`src/rtl/blpht_pkg.sv`:
```
package blpht_pkg;

    localparam int unsigned KEY_W        = 64;
    localparam int unsigned VAL_W        = 64;
    localparam int unsigned BUCKET_SLOTS = 4;

    // Reflected CRC32C polynomial
    localparam logic [31:0] CRC32C_POLY = 32'h82F6_3B78;

    // Request types
    localparam logic REQ_LOOKUP = 1'b0;
    localparam logic REQ_INSERT = 1'b1;

    // Result status codes
    localparam logic [2:0] ST_FOUND       = 3'd0;
    localparam logic [2:0] ST_ABSENT      = 3'd1;
    localparam logic [2:0] ST_PROBE_LIMIT = 3'd2;
    localparam logic [2:0] ST_INSERTED    = 3'd3;
    localparam logic [2:0] ST_UPDATED     = 3'd4;
    localparam logic [2:0] ST_INSERT_FAIL = 3'd5;

    // One bucket: four keys or four values
    typedef logic [BUCKET_SLOTS-1:0][KEY_W-1:0] slot_row_t;

    // Outcome of comparing one bucket against the request key
    typedef struct packed {
        logic       hit;         // some slot resolves the request
        logic [1:0] slot;        // lowest such slot
        logic       slot_empty;  // that slot held no key
        logic       any_empty;   // bucket has at least one empty slot
    } cmp_res_t;

    // One byte of CRC32C, bit-serial inside (eight narrow steps)
    function automatic logic [31:0] crc32c_byte(input logic [31:0] crc_in,
                                                input logic [7:0]  data);
        logic [31:0] c;
        c = crc_in ^ {24'd0, data};
        for (int b = 0; b < 8; b++) begin
            c = (c >> 1) ^ (CRC32C_POLY & {32{c[0]}});
        end
        return c;
    endfunction

endpackage

```
`src/rtl/blpht_bucket_cmp.sv`:
```
module blpht_bucket_cmp
    import blpht_pkg::*;
(
    input  slot_row_t        row_keys,
    input  logic [KEY_W-1:0] key,
    input  logic             is_insert,
    output cmp_res_t         res
);

    logic [BUCKET_SLOTS-1:0] eq;
    logic [BUCKET_SLOTS-1:0] empty;
    logic [BUCKET_SLOTS-1:0] cand;

    // Per-slot compares
    always_comb begin
        for (int s = 0; s < BUCKET_SLOTS; s++) begin
            eq[s]    = (row_keys[s] == key);
            empty[s] = (row_keys[s] == '0);
            cand[s]  = eq[s] | (is_insert & empty[s]);
        end
    end

    // Lowest resolving slot
    always_comb begin
        res           = '0;
        res.hit       = |cand;
        res.any_empty = |empty;
        priority casez (cand)
            4'b???1: res.slot = 2'd0;
            4'b??10: res.slot = 2'd1;
            4'b?100: res.slot = 2'd2;
            4'b1000: res.slot = 2'd3;
            default: res.slot = 2'd0;
        endcase
        res.slot_empty = empty[res.slot];
    end

endmodule

```
`config.mk`:
```
export PLATFORM = sky130hd
export DESIGN_NAME = blpht_bucket_cmp
export DESIGN_NICKNAME = d
export VERILOG_FILES = /design/src/rtl/blpht_pkg.sv /design/src/rtl/blpht_bucket_cmp.sv
export SDC_FILE = /design/constraint.sdc
export NUM_CORES = 1
export LEC_CHECK = 0
export BUFFER_PORTS_ARGS = -buffer_cell sky130_fd_sc_hd__buf_2
export CAP_MARGIN = 10
export CORE_AREA = 2 2 128 130
export DETAILED_ROUTE_END_ITERATION = 8
export DIE_AREA = 0 0 130 132
export GPL_TIMING_DRIVEN = 1
export PLACE_DENSITY_LB_ADDON = 0.1
export SLEW_MARGIN = 15
export SYNTH_ARGS = -nofsm -noshare
export SYNTH_HDL_FRONTEND = slang
export SYNTH_SLANG_ARGS = --single-unit
```
`constraint.sdc`:
```
create_clock -name vclk -period 5.9
set_input_delay 1.475 -clock vclk [all_inputs]
set_output_delay 1.475 -clock vclk [all_outputs]
set_load 0.1 [all_outputs]
```
# Yosys cells after proc, flatten, opt, wreduce, memory -nomap -nowiden
# Cells that the tools add are included.
[classes]
n_eq_ne = 7
bitwise = 8
order_cmp = 1
muxes = 3
reduce_logical = 6
[op_table]
columns = ["op", "count"]
rows = [
  ["equality test 64 bit", 4],
  ["zero test 64 bit", 4],
  ["OR reduction 4 bit", 2],
  ["one-hot mux 2 bit (3 select lines)", 1],
  ["bitwise AND 1 bit", 4],
  ["equality test 4 bit (second input constant)", 1],
  ["bitwise OR 1 bit", 4],
  ["equality test 3 bit (second input constant)", 1],
  ["less-than comparator 2 x 3 -> 1 bit (second input constant)", 1],
  ["binary-select mux 1 bit (select 2 bit)", 1],
  ["equality test 2 bit (second input constant)", 1],
  ["2-to-1 mux 1 bit", 1],
]
[word_totals]
out_inout_bits = 5
in_bits = 321
elab_cells = 25
regBits = 0

# Longest topological paths before layout
[logic_depth]
ltp_word = 7
mapped_depth = 9
mapped_depth_nobuf = 8

# Worst setup path after synthesis
# OpenSTA, ideal clock, no wires.
[synth_timing]
path_kind = "input to output"
start = "input port row_keys[65] (netlist bit)"
end = "output port res[1] (netlist bit)"
setup_slack_ps = -1103
n_path_buf = 0
cell_stages = 8
t_arrival_ps = 5528
required_ps = 4425
cell_sequence = "nor4_1 > nand4_1 > nor4_1 > nand2_1 > nand2_1 > a31oi_1 > nor2_1 > mux2i_1"
[synth_lines]
columns = ["item", "line_no", "source"]
rows = [
  ["start, declared", "blpht_bucket_cmp.sv:4", "input slot_row_t row_keys,"],
  ["end, declared", "blpht_bucket_cmp.sv:7", "output cmp_res_t res"],
]

==> reports/metrics.cfg <==
[status]
status = finished, final reports clean

[detailed_routing]
vias = 5096
viasPerCell = 5.16
wire_per_inst_um = 28.4
first_pass_iters = 4
drcViolationCount = 0
wl_mm = 28.1
antenna_left = 0
drt_iter0_drc = 378

[global_routing]
grt_pass1_wl_mm = 38.4
grt_pass1_vias = 5514
grt_antenna_before_repair = 3
grt_max_degree = 5
grtUsageTotal = 0.316
gr-total-overflow = 0

[synthesis]
syn_area_um2 = 3700
netlist.area_leader.share = 0.606
synth-seq-area-share = 0
syn_inst = 504
postSynthAreaPerCell_um2 = 7.34
synth_area_leader_cell = xnor2_1
yosysUniqueCellTypes = 13
synth_fp_nets = 825
ys_warn_count = 0
synthTopCellsByArea = xnor2_1, nand4_1, nor4_1

[cells_and_area]
layout_common_cells = buf_2, xnor2_1, nand4_1
fillers = 1811
nets = 1090
final_cell_area_um2 = 5410
layout_commonest_cell = buf_2
regArea_um2 = 0
drive_gt1_frac = 0.445
layoutNonFillerInstCount = 987
nClkBuffers = 0
seq_cell_count = 0
area_growth_pct = 46.2

[timing]
final_max_slew_viol_count = 0
setup_viol = 0
min_period_ns = 5.56
relSlewSlack = 0.466
finalHoldViolCount = 0
post-route-period-util = 0.942
rsz0062_at_grt = false
finalSetupTns_ns = 0
tightest_slew_ns = 0.793
timing.hold.ws_ns = 3.67
max_freq_mhz = 180

[clock_tree]
cts_hold_buf = 0
cts_setup_buffers = 0
cts_resized = 0

[worst_hold_path]
min_path_type = input port to output pin
min_path_cells = 5
worstHoldEndpoint = res[3]
worstHoldStart = is_insert

[setup_path]
cp.required_ns = 4.43
critPathTopFamily = simple AND/OR/NAND/NOR gates
cp.arrival_ns = 4.09
worst-setup-path-type = input port to output pin
max_stage_delay_ns = 0.62
path_buf_inv = 2
end_kind = output pin
crit_slowest_cell = nor4_1
cp_max_fo = 3
cp_cell_sequence = buf_2 > nor4_1 > nand4_1 > nor4_1 > nand2_1 > nand2_1 > a31oi_1 > nor2_2 > mux2i_4 > buf_12
critPathLaunchType = input port

[pwr]
p_sw_frac = 0.560
p_sw_uw = 259
combinationalPowerShare = 1.000
p_int_uw = 204
vdd_ir_drop_max_mv = 0.0292
p_clk_frac = 0
p_seq_frac = 0
leakagePower_nw = 1.96
pwr_density_cell_nw_per_um2 = 85.6

[placement]
dpl.hpwl_mm = 26.2
place.port_buffers = 326
routabilityCongestion = 0.958
dpl-instance-area_um2 = 5400
dpl.cell_count = 983

[die]
die_x_um = 130
start_util = 0.235
rows = 46
die_height_um = 132
dieArea_um2 = 17200
io_pins = 326
core_um2 = 15700

[run]
drv_cap = 0

[stage by stage]
step	util	worst slack (ns)	power, mW
floorplan	-	0.143	0.212
global placement	0.343	0.525	0.461
detailed placement	0.343	0.541	0.455
CTS	0.343	0.539	0.459
global route	0.344	0.320	0.487
finish	0.344	0.340	0.463
[cells by family after synthesis]
group           after synthesis  share of synthesized area
mux                           3                    0.00812
buf+inv                      64                     0.0650
compound gates                1                    0.00169
simple gates                180                      0.319
xor+xnor                    256                      0.606
[final cells by class]
class,count,area [um2],area share
Tap cell,216,270,0.0500
Timing Repair Buffer,327,1650,0.306
Multi-Input combinational cell,440,3470,0.642
Antenna cell,4,10.0,0.00185
[power by group through the flow]
stage	sequential (mW)	combinational, mW	clock, mW
after floorplan	0	0.212	0
after global placement	0	0.461	0
after detailed placement	0	0.455	0
after CTS	0	0.459	0
after global routing	0	0.487	0.0000000908
final	0	0.463	0.0000000912
[cells in the mapped netlist (all sizes together)]
cell type,number
or4,1
nand4,85
nor3b,1
nor4,84
mux2i,3
nand2,7
xnor2,256
or3,1
buf,1
a31oi,1
nor2,1
clkbuf,63
[layer usage]
layer  up-vias  part of all wire  GRT usage
li1       2347                 -          -
met1      2393              0.41      0.407
met2       318              0.48      0.544
met3        38             0.084     0.0540
met4         0             0.027     0.0747
met5         -                 0          0
[worst max path at each step]
stage / endpoint / startpoint / cells past startpoint
after floorplan: res[1] / key[29] / 9
after global placement: res[1] / row_keys[97] / 10
after detailed placement: res[1] / row_keys[148] / 10
after CTS: res[1] / row_keys[71] / 10
after global routing: res[1] / row_keys[148] / 10
final: res[1] / row_keys[71] / 10
Note: power is estimated with default switching activity, not from simulation.
