**src/rtl/blpht_pkg.sv**
```systemverilog
package blpht_pkg;

    localparam int unsigned KEY_W        = 64;
    localparam int unsigned VAL_W        = 64;
    localparam int unsigned BUCKET_SLOTS = 4;

    // Reflected CRC32C polynomial
    localparam logic [31:0] CRC32C_POLY = 32'h82F6_3B78;

    // Request types
    localparam logic REQ_LOOKUP = 1'b0;
    localparam logic REQ_INSERT = 1'b1;

    // Result status codes
    localparam logic [2:0] ST_FOUND       = 3'd0;
    localparam logic [2:0] ST_ABSENT      = 3'd1;
    localparam logic [2:0] ST_PROBE_LIMIT = 3'd2;
    localparam logic [2:0] ST_INSERTED    = 3'd3;
    localparam logic [2:0] ST_UPDATED     = 3'd4;
    localparam logic [2:0] ST_INSERT_FAIL = 3'd5;

    // One bucket: four keys or four values
    typedef logic [BUCKET_SLOTS-1:0][KEY_W-1:0] slot_row_t;

    // Outcome of comparing one bucket against the request key
    typedef struct packed {
        logic       hit;         // some slot resolves the request
        logic [1:0] slot;        // lowest such slot
        logic       slot_empty;  // that slot held no key
        logic       any_empty;   // bucket has at least one empty slot
    } cmp_res_t;

    // One byte of CRC32C, bit-serial inside (eight narrow steps)
    function automatic logic [31:0] crc32c_byte(input logic [31:0] crc_in,
                                                input logic [7:0]  data);
        logic [31:0] c;
        c = crc_in ^ {24'd0, data};
        for (int b = 0; b < 8; b++) begin
            c = (c >> 1) ^ (CRC32C_POLY & {32{c[0]}});
        end
        return c;
    endfunction

endpackage

```
**src/rtl/blpht_crc.sv**
```systemverilog
module blpht_crc
    import blpht_pkg::*;
(
    input  logic             aclk,
    input  logic             aresetn,
    input  logic             start,
    input  logic [KEY_W-1:0] key,
    output logic             busy,
    output logic [31:0]      crc
);

    logic [KEY_W-1:0] key_reg;
    logic [31:0]      crc_reg;
    logic [2:0]       cnt_reg;
    logic             busy_reg;

    // Control: one key byte per cycle
    always_ff @(posedge aclk) begin
        if (!aresetn) begin
            busy_reg <= 1'b0;
            cnt_reg  <= 3'd0;
        end else if (start) begin
            busy_reg <= 1'b1;
            cnt_reg  <= 3'd0;
        end else if (busy_reg) begin
            cnt_reg <= cnt_reg + 3'd1;
            if (cnt_reg == 3'd7) begin
                busy_reg <= 1'b0;
            end
        end
    end

    // Datapath: least significant byte first
    always_ff @(posedge aclk) begin
        if (start) begin
            key_reg <= key;
            crc_reg <= 32'd0;
        end else if (busy_reg) begin
            key_reg <= {8'd0, key_reg[KEY_W-1:8]};
            crc_reg <= crc32c_byte(crc_reg, key_reg[7:0]);
        end
    end

    assign busy = busy_reg;
    assign crc  = crc_reg;

endmodule

```
**config.mk**
```make
export PLATFORM = sky130hd
export DESIGN_NAME = blpht_crc
export DESIGN_NICKNAME = d
export VERILOG_FILES = /design/src/rtl/blpht_pkg.sv /design/src/rtl/blpht_crc.sv
export SDC_FILE = /design/constraint.sdc
export NUM_CORES = 1
export LEC_CHECK = 0
export ABC_AREA = 1
export ABC_CLOCK_PERIOD_IN_PS = 3310
export BUFFER_PORTS_ARGS = -buffer_cell sky130_fd_sc_hd__buf_2
export CORE_ASPECT_RATIO = 0.5
export CORE_MARGIN = 3
export CORE_UTILIZATION = 45
export CTS_CLUSTER_SIZE = 40
export DETAILED_ROUTE_END_ITERATION = 8
export GPL_TIMING_DRIVEN = 0
export PLACE_DENSITY = 0.75
export REMOVE_ABC_BUFFERS = 1
export SLEW_MARGIN = 25
export SYNTH_ARGS = -nofsm -noshare
export SYNTH_HDL_FRONTEND = slang
export SYNTH_SLANG_ARGS = --single-unit
```
**constraint.sdc**
```tcl
create_clock -name aclk -period 3.31 [get_ports aclk]
set_input_delay 0.1655 -clock aclk [delete_from_list [all_inputs] [get_ports aclk]]
set_output_delay 0.1655 -clock aclk [all_outputs]
set_load 0.03 [all_outputs]
```
; Word-level counts from Yosys, hierarchy flattened
; Cells that the tools add are included.
[op_classes]
n_addsub = 1
n_eq_ne = 1
mux = 5
bitwise_logic = 10
reduce_logical = 2
[ops]
columns = op, count
row1 = 31-bit by 32-bit bitwise XOR with 32-bit output, 8
row2 = 64-bit 2-to-1 mux, 2
row3 = 32-bit by 8-bit bitwise XOR with 32-bit output, 1
row4 = "3-bit by 1-bit adder with 3-bit output, second input constant", 1
row5 = "3-bit == test, second input constant", 1
row6 = 1-bit 2-to-1 mux, 3
row7 = 2-bit nonzero test, 1
row8 = 2-bit OR reduction, 1
row9 = 1-bit inverter, 1
[totals]
ff_bits = 100
input_bits = 67
out_inout_bits = 33
wordCells = 23

; Longest topological paths before layout
; Gate-level depths: netlist of the first run.
[depth]
depth_word = 9
mapped_depth = 16
mapped_depth_nobuf = 15

; Worst setup path after synthesis of the first run
; Ideal clock, no wire load.
[synth_timing]
kind = flip-flop to flip-flop
startpoint = register busy_reg, in the netlist busy
endpoint = register key_reg[0], enable pin
setup_ns = 0.421
t_arrival_ns = 2.225
t_required_ns = 2.889
path_slack_ns = 0.664
stages_incl_launch_ff = 4
n_path_buf = 1
synth_period_minus_slack_ns = 2.646
cell_sequence = dfxtp_1 clkbuf_1 nor2_1 inv_1
[synth_via]
elab_chain_cells = 1
[synth_lines]
columns = element, line_no
row1 = from (decl), blpht_crc.sv:15  ; logic busy_reg;
row2 = from (signal assigned), blpht_crc.sv:20  ; busy_reg <= 1'b0;
row3 = from (signal assigned), blpht_crc.sv:23  ; busy_reg <= 1'b1;
row4 = from (signal assigned), blpht_crc.sv:28  ; busy_reg <= 1'b0;
row5 = 2-bit nonzero test (no source line), --
row6 = to (signal assigned), blpht_crc.sv:36  ; key_reg <= key;
row7 = to (signal assigned), blpht_crc.sv:39  ; key_reg <= {8'd0, key_reg[KEY_W-1:8]};
row8 = to (decl), blpht_crc.sv:12  ; logic [KEY_W-1:0] key_reg;
; Every way passes these cells.
; A chain may end at the register's enable or synchronous reset.

==> results.py, run 1 <==
metrics = {
    "outcome": {
        "status": "completed",
    },
    "floorplanning": {
        "fp.dieW_um": 163.2,
        "num_io_pins": 100,
        "die_h_um": 84.61,
        "core_um2": 11950,
        "fp.dieArea_um2": 13810,
        "initial_core_util_pct": 46.55,
        "rows": 28,
    },
    "yosys": {
        "synth_cell_types": 38,
        "ys_seq_area_share_pct": 47.51,
        "synth_top_area_share_pct": 34.56,
        "synth.area.top_cells": "edfxtp_1 35%, nand2_1 23%, dfxtp_1 13%, xor2_1 5.2%, inv_1 4.3%",
        "synth_area_per_cell_um2": 7.682,
        "postSynthCellCount": 724,
        "syn_area_um2": 5562,
        "synth_seq_cells": 100,
        "yosys_warnings": 0,
        "synth_area_leader_cell": "edfxtp_1",
    },
    "timing": {
        "slew_headroom_pct": 34.02,
        "whs_ps": 67.87,
        "finClkSkew_ps": 9.263,
        "finalHoldViolCount": 0,
        "setup_viol": 0,
        "max_freq_mhz": 352.9,
        "tightestPinTransition_ps": 986.0,
        "finalCritPeriodShare_pct": 85.62,
        "setup_slack_ps": 476.0,
        "drv_slew": 0,
        "rsz0062_at_grt": "false",
        "finalCriticalPeriod_ps": 2834,
    },
    "grt": {
        "grt_pass1_wl_um": 21690,
        "antenna_found_initial": 0,
        "grt_max_degree": 78,
        "grt_pass1_vias": 4644,
        "grt.total_usage_pct": 19.42,
        "grt.overflow.total": 0,
    },
    "cts": {
        "cts-root-buf": "clkbuf_16",
        "cts_hold_buf": 0,
        "cts_sinks": 100,
        "cts-resized-gates": 0,
        "cts_buffer_depth": 2,
        "clk_latency_ps": 350,
        "cts_tree": "done",
        "path_clk_slew_ps": 80,
        "cts_setup_buffers": 0,
        "numCtsBuffers": 9,
        "htree_levels": 3,
    },
    "cells_and_area": {
        "syn2layout_area_growth_pct": 17.50,
        "largest_reg_flops": 64,
        "final_common_cell": "nand2_1",
        "nNetsFinal": 880,
        "final_layout_size_suffix_gt1_share_pct": 19.36,
        "final_util_pct": 54.70,
        "most-common-layout-cells": "345 x nand2_1, 98 x buf_2, 64 x edfxtp_1, 63 x inv_1, 36 x dfxtp_1",
        "n_antenna_cell": 0,
    },
    "place": {
        "portBuffers": 99,
        "dpl.hpwl_um": 8569,
        "gp_congestion": 0.9174,
        "pre_cts_slack_ps": 571.2,
    },
    "worst_hold_path": {
        "worstHoldStart": "key[56]",
        "whs_path_depth": 3,
        "hold_end": "key_reg[56]",
        "min_path_type": "in2reg",
    },
    "pwr": {
        "p_per_area_nw_per_um2": 820.1,
        "switching_share_pct": 42.34,
        "total_power_mw": 5.359,
        "leakage_nw": 3.424,
        "seqPwrFrac_pct": 31.2,
        "ir_drop_mv": 0.3376,
        "comb_power_share_pct": 45.1,
        "pwr-share-clk_pct": 23.7,
        "power.net_switching_mw": 2.269,
        "internal_power_mw": 3.090,
    },
    "worst_setup_path": {
        "path_class": "reg2reg",
        "r2r_cells": 4,
        "cp-start-kind": "register",
        "ff2ff_setup_slack_ps": 480,
        "worstReg2RegStart": "busy",
        "cp.required_ps": 3580,
        "worst_setup_path_end_kind": "register",
        "crit_arrival_ps": 3110,
        "r2r_end": "crc[27]",
        "crit_path_max_fanout": 26,
    },
    "detailed_routing": {
        "avgViaCountPerCell": 4.833,
        "ant_nets": 0,
        "vias": 4741,
        "firstDrtPassIters": 5,
        "routed_wl_um": 12650,
        "first_iter_violations": 229,
        "drc": 0,
        "wl_per_cell_um": 12.89,
    },
    "run": {
        "cap_violations": 0,
    },
}
stage by stage:
| stage | setup TNS [ps] | cells | instance area [µm²] |
|---|---|---|---|
| 2_1_floorplan | 0 | 700 | 5448 |
| 3_3_place_gp | -126900 | 964 | 6150 |
| 3_5_place_dp | 0 | 965 | 6180 |
| 4_1_cts | 0 | 981 | 6535 |
| 5_1_grt | 0 | 981 | 6535 |
| 6_report | 0 | 981 | 6535 |
how the worst max path moves through the flow:
stage,from,end,depth (start not counted)
2_1_floorplan,busy,key_reg[0],2
3_3_place_gp,start,key_reg[60],3
3_5_place_dp,busy,crc[27],4
4_1_cts,busy,crc[27],4
5_1_grt,busy,crc[27],4
6_report,busy,crc[27],4
metal layers:
| metal | routed length (µm) | vias to the layer above | global-route usage [%] |
|---|---|---|---|
| met5 | 0 | - | 0 |
| met3 | 777 | 38 | 4.731 |
| li1 | - | 2436 | - |
| met4 | 342 | 0 | 7.444 |
| met2 | 5938 | 143 | 32.73 |
| met1 | 5586 | 2124 | 24.30 |
worst max-delay path: stages (launching register included):
cell	delay, ps
dfxtp_1	970
inv_1	670
nor2_1	680
inv_1	220
o21ai_0	200
cells by family after synthesis:
logic type | Yosys count | synth area share [%]
and+or+nand+nor | 445 | 34.11
DFF | 100 | 47.51
buffers and inverters | 96 | 6.997
AOI/OAI and AO/OA | 41 | 4.049
xor gates and xnor gates | 40 | 6.884
adders and majority gates | 2 | 0.4499
cell type report:
| class | instances | area (µm²) |
|---|---|---|
| fill | 1145 | 5411 |
| sequential | 100 | 2643 |
| multi-input combinational | 528 | 2530 |
| timing repair buffer | 100 | 518.0 |
| inverter | 72 | 282.8 |
| clock buffer | 9 | 225.2 |
| tap | 165 | 206.4 |
| clock inverter | 7 | 130.1 |
synth_stat cells:
library cell / number
a211oi_1: 2
a21o_1: 1
a21oi_1: 14
a22oi_1: 1
buf_1: 3
buf_2: 4
buf_4: 1
buf_6: 2
clkbuf_1: 14
clkinv_1: 1
dfxtp_1: 36
edfxtp_1: 64
ha_1: 2
inv_1: 64
inv_2: 5
inv_4: 2
nand2_1: 345
nand2_2: 13
nand2_4: 9
nand2_8: 1
nand3_1: 34
nand3_2: 5
nand3_4: 1
nand3b_1: 2
nand4_1: 1
nor2_1: 28
nor2_2: 1
nor3_1: 2
o211ai_1: 2
o21ai_0: 11
o21ai_1: 6
o22ai_1: 4
or2_1: 1
or2_2: 2
xnor2_1: 5
xnor3_1: 1
xor2_1: 33
xor2_4: 1
power by group through the flow:
| stage | clock network [mW] | logic, mW | registers (mW) |
|---|---|---|---|
| after floorplan | 0 | 1.65 | 1.89 |
| after global routing | 1.34 | 2.73 | 1.70 |
| after detailed placement | 0 | 2.39 | 1.70 |
| after CTS | 1.29 | 2.41 | 1.67 |
| after global placement | 0 | 2.33 | 1.70 |
| final | 1.27 | 2.42 | 1.67 |
No activity file was read; power rests on OpenSTA's default activity.
==> inputs of run 2 (changes only) <==
--- a/config.mk
+++ b/config.mk
@@ -5,7 +5,6 @@
 export SDC_FILE = /design/constraint.sdc
 export NUM_CORES = 1
 export LEC_CHECK = 0
-export ABC_AREA = 1
 export ABC_CLOCK_PERIOD_IN_PS = 3310
 export BUFFER_PORTS_ARGS = -buffer_cell sky130_fd_sc_hd__buf_2
 export CORE_ASPECT_RATIO = 0.5
@@ -14,7 +13,7 @@
 export CTS_CLUSTER_SIZE = 40
 export DETAILED_ROUTE_END_ITERATION = 8
 export GPL_TIMING_DRIVEN = 0
-export PLACE_DENSITY = 0.75
+export PLACE_DENSITY = 0.76
 export REMOVE_ABC_BUFFERS = 1
 export SLEW_MARGIN = 25
 export SYNTH_ARGS = -nofsm -noshare
==> run 2 against run 1 <==
  * Die area down 12%
  * Synthesized cell count down 53%
  * Cell count down 41%
  * Final area down 11%
  * Core utilization up 1.5 points
  * Critical endpoint is now crc[21]
  * Power down 7.4%
  * Largest power group unchanged
  * Non-clock buffer count up 2
  * Global-route usage down 4.6 points
  * Register-to-register slack better by 650 ps
  * Setup slack better by 650 ps
==> results.py, run 2 <==
metrics = {
    "cells_and_area": {
        "syn2layout_area_growth_pct": 19.85,
        "fillers": 876,
        "stdcell_area_um2": 5811,
        "nNetsFinal": 504,
        "final_common_cell": "buf_2",
        "final_util_pct": 56.17,
        "largest_reg_flops": 64,
        "n_antenna_cell": 0,
        "final_cells": 580,
        "final_layout_size_suffix_gt1_share_pct": 43.64,
        "most-common-layout-cells": "98 x buf_2, 64 x edfxtp_1, 56 x mux2_2, 50 x xnor2_1, 35 x dfxtp_1",
    },
    "pwr": {
        "power.net_switching_mw": 1.755,
        "seqPwrFrac_pct": 33.7,
        "internal_power_mw": 3.206,
        "p_per_area_nw_per_um2": 853.8,
        "comb_power_share_pct": 46.9,
        "pwr-share-clk_pct": 19.3,
        "switching_share_pct": 35.38,
        "total_power_mw": 4.961,
        "leakage_nw": 2.298,
        "ir_drop_mv": 0.3546,
    },
    "worst_setup_path": {
        "path_delay_family": "XOR/XNOR gates",
        "path_cells": "xnor2_4, xnor3_2, xor2_1, xnor2_1, xor2_1, o22ai_1",
        "r2r_cells": 6,
        "worstReg2RegStart": "key_reg[2]",
        "path_depth": 6,
        "crit_arrival_ps": 2380,
        "r2r_end": "crc[21]",
        "crit_buf_inv": 0,
        "worst_setup_path_end_kind": "register",
        "cp-start-kind": "register",
        "cp_common_cell": "xor2_1",
        "slowest_stage": "xnor3_2",
        "cp.required_ps": 3500,
        "path_class": "reg2reg",
        "crit_path_max_fanout": 7,
        "ff2ff_setup_slack_ps": 1120,
        "crit_path_max_incr_delay_ps": 590,
    },
    "yosys": {
        "synth_commonest_cells": "64 x edfxtp_1, 56 x mux2_2, 50 x xnor2_1",
        "yosysMostFrequentCell": "edfxtp_1",
        "synth_area_leader_cell": "edfxtp_1",
        "synth_edf_count": 64,
        "postSynthCellCount": 339,
        "syn_area_um2": 4848,
        "synth_area_per_cell_um2": 14.30,
        "synth_seq_cells": 100,
        "synth.area.top_cells": "edfxtp_1 40%, dfxtp_1 15%, mux2_2 13%, xnor2_1 9.0%, mux2i_1 2.9%",
        "ys_seq_area_share_pct": 54.50,
        "synth_top_area_share_pct": 39.64,
        "ys_async_sr_fraction_pct": 0,
        "yosys_warnings": 0,
        "synth_cell_types": 25,
        "synth_flop_cell": "edfxtp_1",
    },
    "detailed_routing": {
        "wl_per_cell_um": 14.83,
        "routed_wl_um": 8601,
        "firstDrtPassIters": 4,
        "ant_nets": 0,
        "drc": 0,
        "avgViaCountPerCell": 4.750,
        "first_iter_violations": 158,
        "vias": 2755,
    },
    "grt": {
        "grt_max_degree": 88,
        "grt.overflow.total": 0,
        "antenna_found_initial": 0,
        "grt.total_usage_pct": 14.84,
        "grt_pass1_vias": 2876,
        "grt_pass1_wl_um": 14330,
    },
    "place": {
        "dp_cells": 564,
        "portBuffers": 99,
        "dpl_cell_area_um2": 5540,
        "dpl.hpwl_um": 5938,
        "gp_congestion": 0.7496,
    },
    "timing": {
        "drv_slew": 0,
        "finalHoldViolCount": 0,
        "rsz0062_at_grt": "false",
        "finClkSkew_ps": 4.861,
        "tns_ps": 0,
        "setup_viol": 0,
        "finalCritPeriodShare_pct": 66.12,
        "tightestPinTransition_ps": 613.9,
        "slew_headroom_pct": 58.87,
        "finalCriticalPeriod_ps": 2189,
        "max_freq_mhz": 456.9,
    },
    "cts": {
        "cts-root-buf": "clkbuf_16",
        "cts_setup_buffers": 0,
        "cts-resized-gates": 0,
        "htree_levels": 3,
        "cts_buffer_depth": 2,
        "cts_hold_buf": 0,
        "clk_latency_ps": 330,
        "cts_sinks": 100,
        "numCtsBuffers": 9,
        "path_clk_slew_ps": 60,
        "cts_tree": "done",
    },
    "floorplanning": {
        "num_io_pins": 100,
        "fp.dieW_um": 152.8,
        "rows": 26,
        "die_h_um": 79.40,
        "initial_core_util_pct": 46.87,
        "fp.dieArea_um2": 12130,
        "core_um2": 10340,
    },
    "worst_hold_path": {
        "hold_end": "busy",
        "min_path_type": "in2reg",
        "worstHoldStart": "aresetn",
        "whs_path_depth": 2,
    },
    "outcome": {
        "status": "completed",
    },
    "run": {
        "cap_violations": 0,
    },
}
[run 2: cell types whose count changed after synthesis, moves of 8 or more]
cell / before / now
mux2i_1: 0 / 14
nand2_2: 13 / 0
mux2_2: 0 / 56
a21oi_1: 14 / 0
nand2b_1: 0 / 11
and2_1: 0 / 8
xnor2_1: 5 / 50
o22ai_1: 4 / 12
xor2_1: 33 / 13
nand2_1: 345 / 0
nand2_4: 9 / 0
nand3_1: 34 / 0
o21ai_0: 11 / 0
inv_1: 64 / 0
[run 2: area by class of cell]
cell class	instances	area (µm²)	share of cell area, %
Clock buffer	10	239.0	4.113
Clock inverter	6	31.28	0.5383
Multi-Input combinational cell	222	2145	36.91
Tap cell	140	175.2	3.015
Timing Repair Buffer	102	576.8	9.927
Sequential cell	100	2644	45.50
[run 2: cells by family after synthesis]
family	after synthesis	synth area share, %
flops	100	54.50
buf+inv	17	1.316
mux	70	15.90
compound gates	21	2.942
simple gates	47	4.955
fa+ha+maj	2	0.5160
xor+xnor	82	19.87
[run 2: worst register-to-register path, delay by kind of cell (launching register included)]
family | cells | cell delay [ps]
flops | 1 | 460
xor+xnor | 5 | 1510
compound gates | 1 | 90
[run 2: per-stage QoR]
step	worst slack [ps]	hold WS [ps]
final	1121	55.33
after global routing	973.8	46.24
after CTS	1104	46.48
after detailed placement	1111	396.5
after global placement	-165.9	383.4
after floorplan	550.7	237.9
[run 2: how the worst max path moves through the flow]
stage | start | endpoint | slack (ps)
floorplan | busy | key_reg[0] | 550
global placement | start | key_reg[63] | -170
detailed placement | key_reg[2] | crc[21] | 1110
CTS | key_reg[2] | crc[21] | 1100
global route | key_reg[0] | crc[6] | 970
finish | key_reg[2] | crc[21] | 1120
[run 2: power groups by stage]
stage               logic (mW)  clock network [mW]  registers [mW]
floorplan                 1.72                   0            1.88
global placement          2.30                   0            1.70
detailed placement        2.33                   0            1.70
CTS                       2.36               0.990            1.68
global route              2.55                1.04            1.70
finish                    2.33               0.959            1.67
[run 2: metal layers]
metal | vias to the layer above | share of wire (%) | global-route usage, %
li1 | 1384 | - | -
met1 | 1321 | 44 | 18.30
met2 | 45 | 52 | 26.17
met3 | 5 | 4.2 | 4.331
met4 | 0 | 0.73 | 3.467
met5 | - | 0 | 0
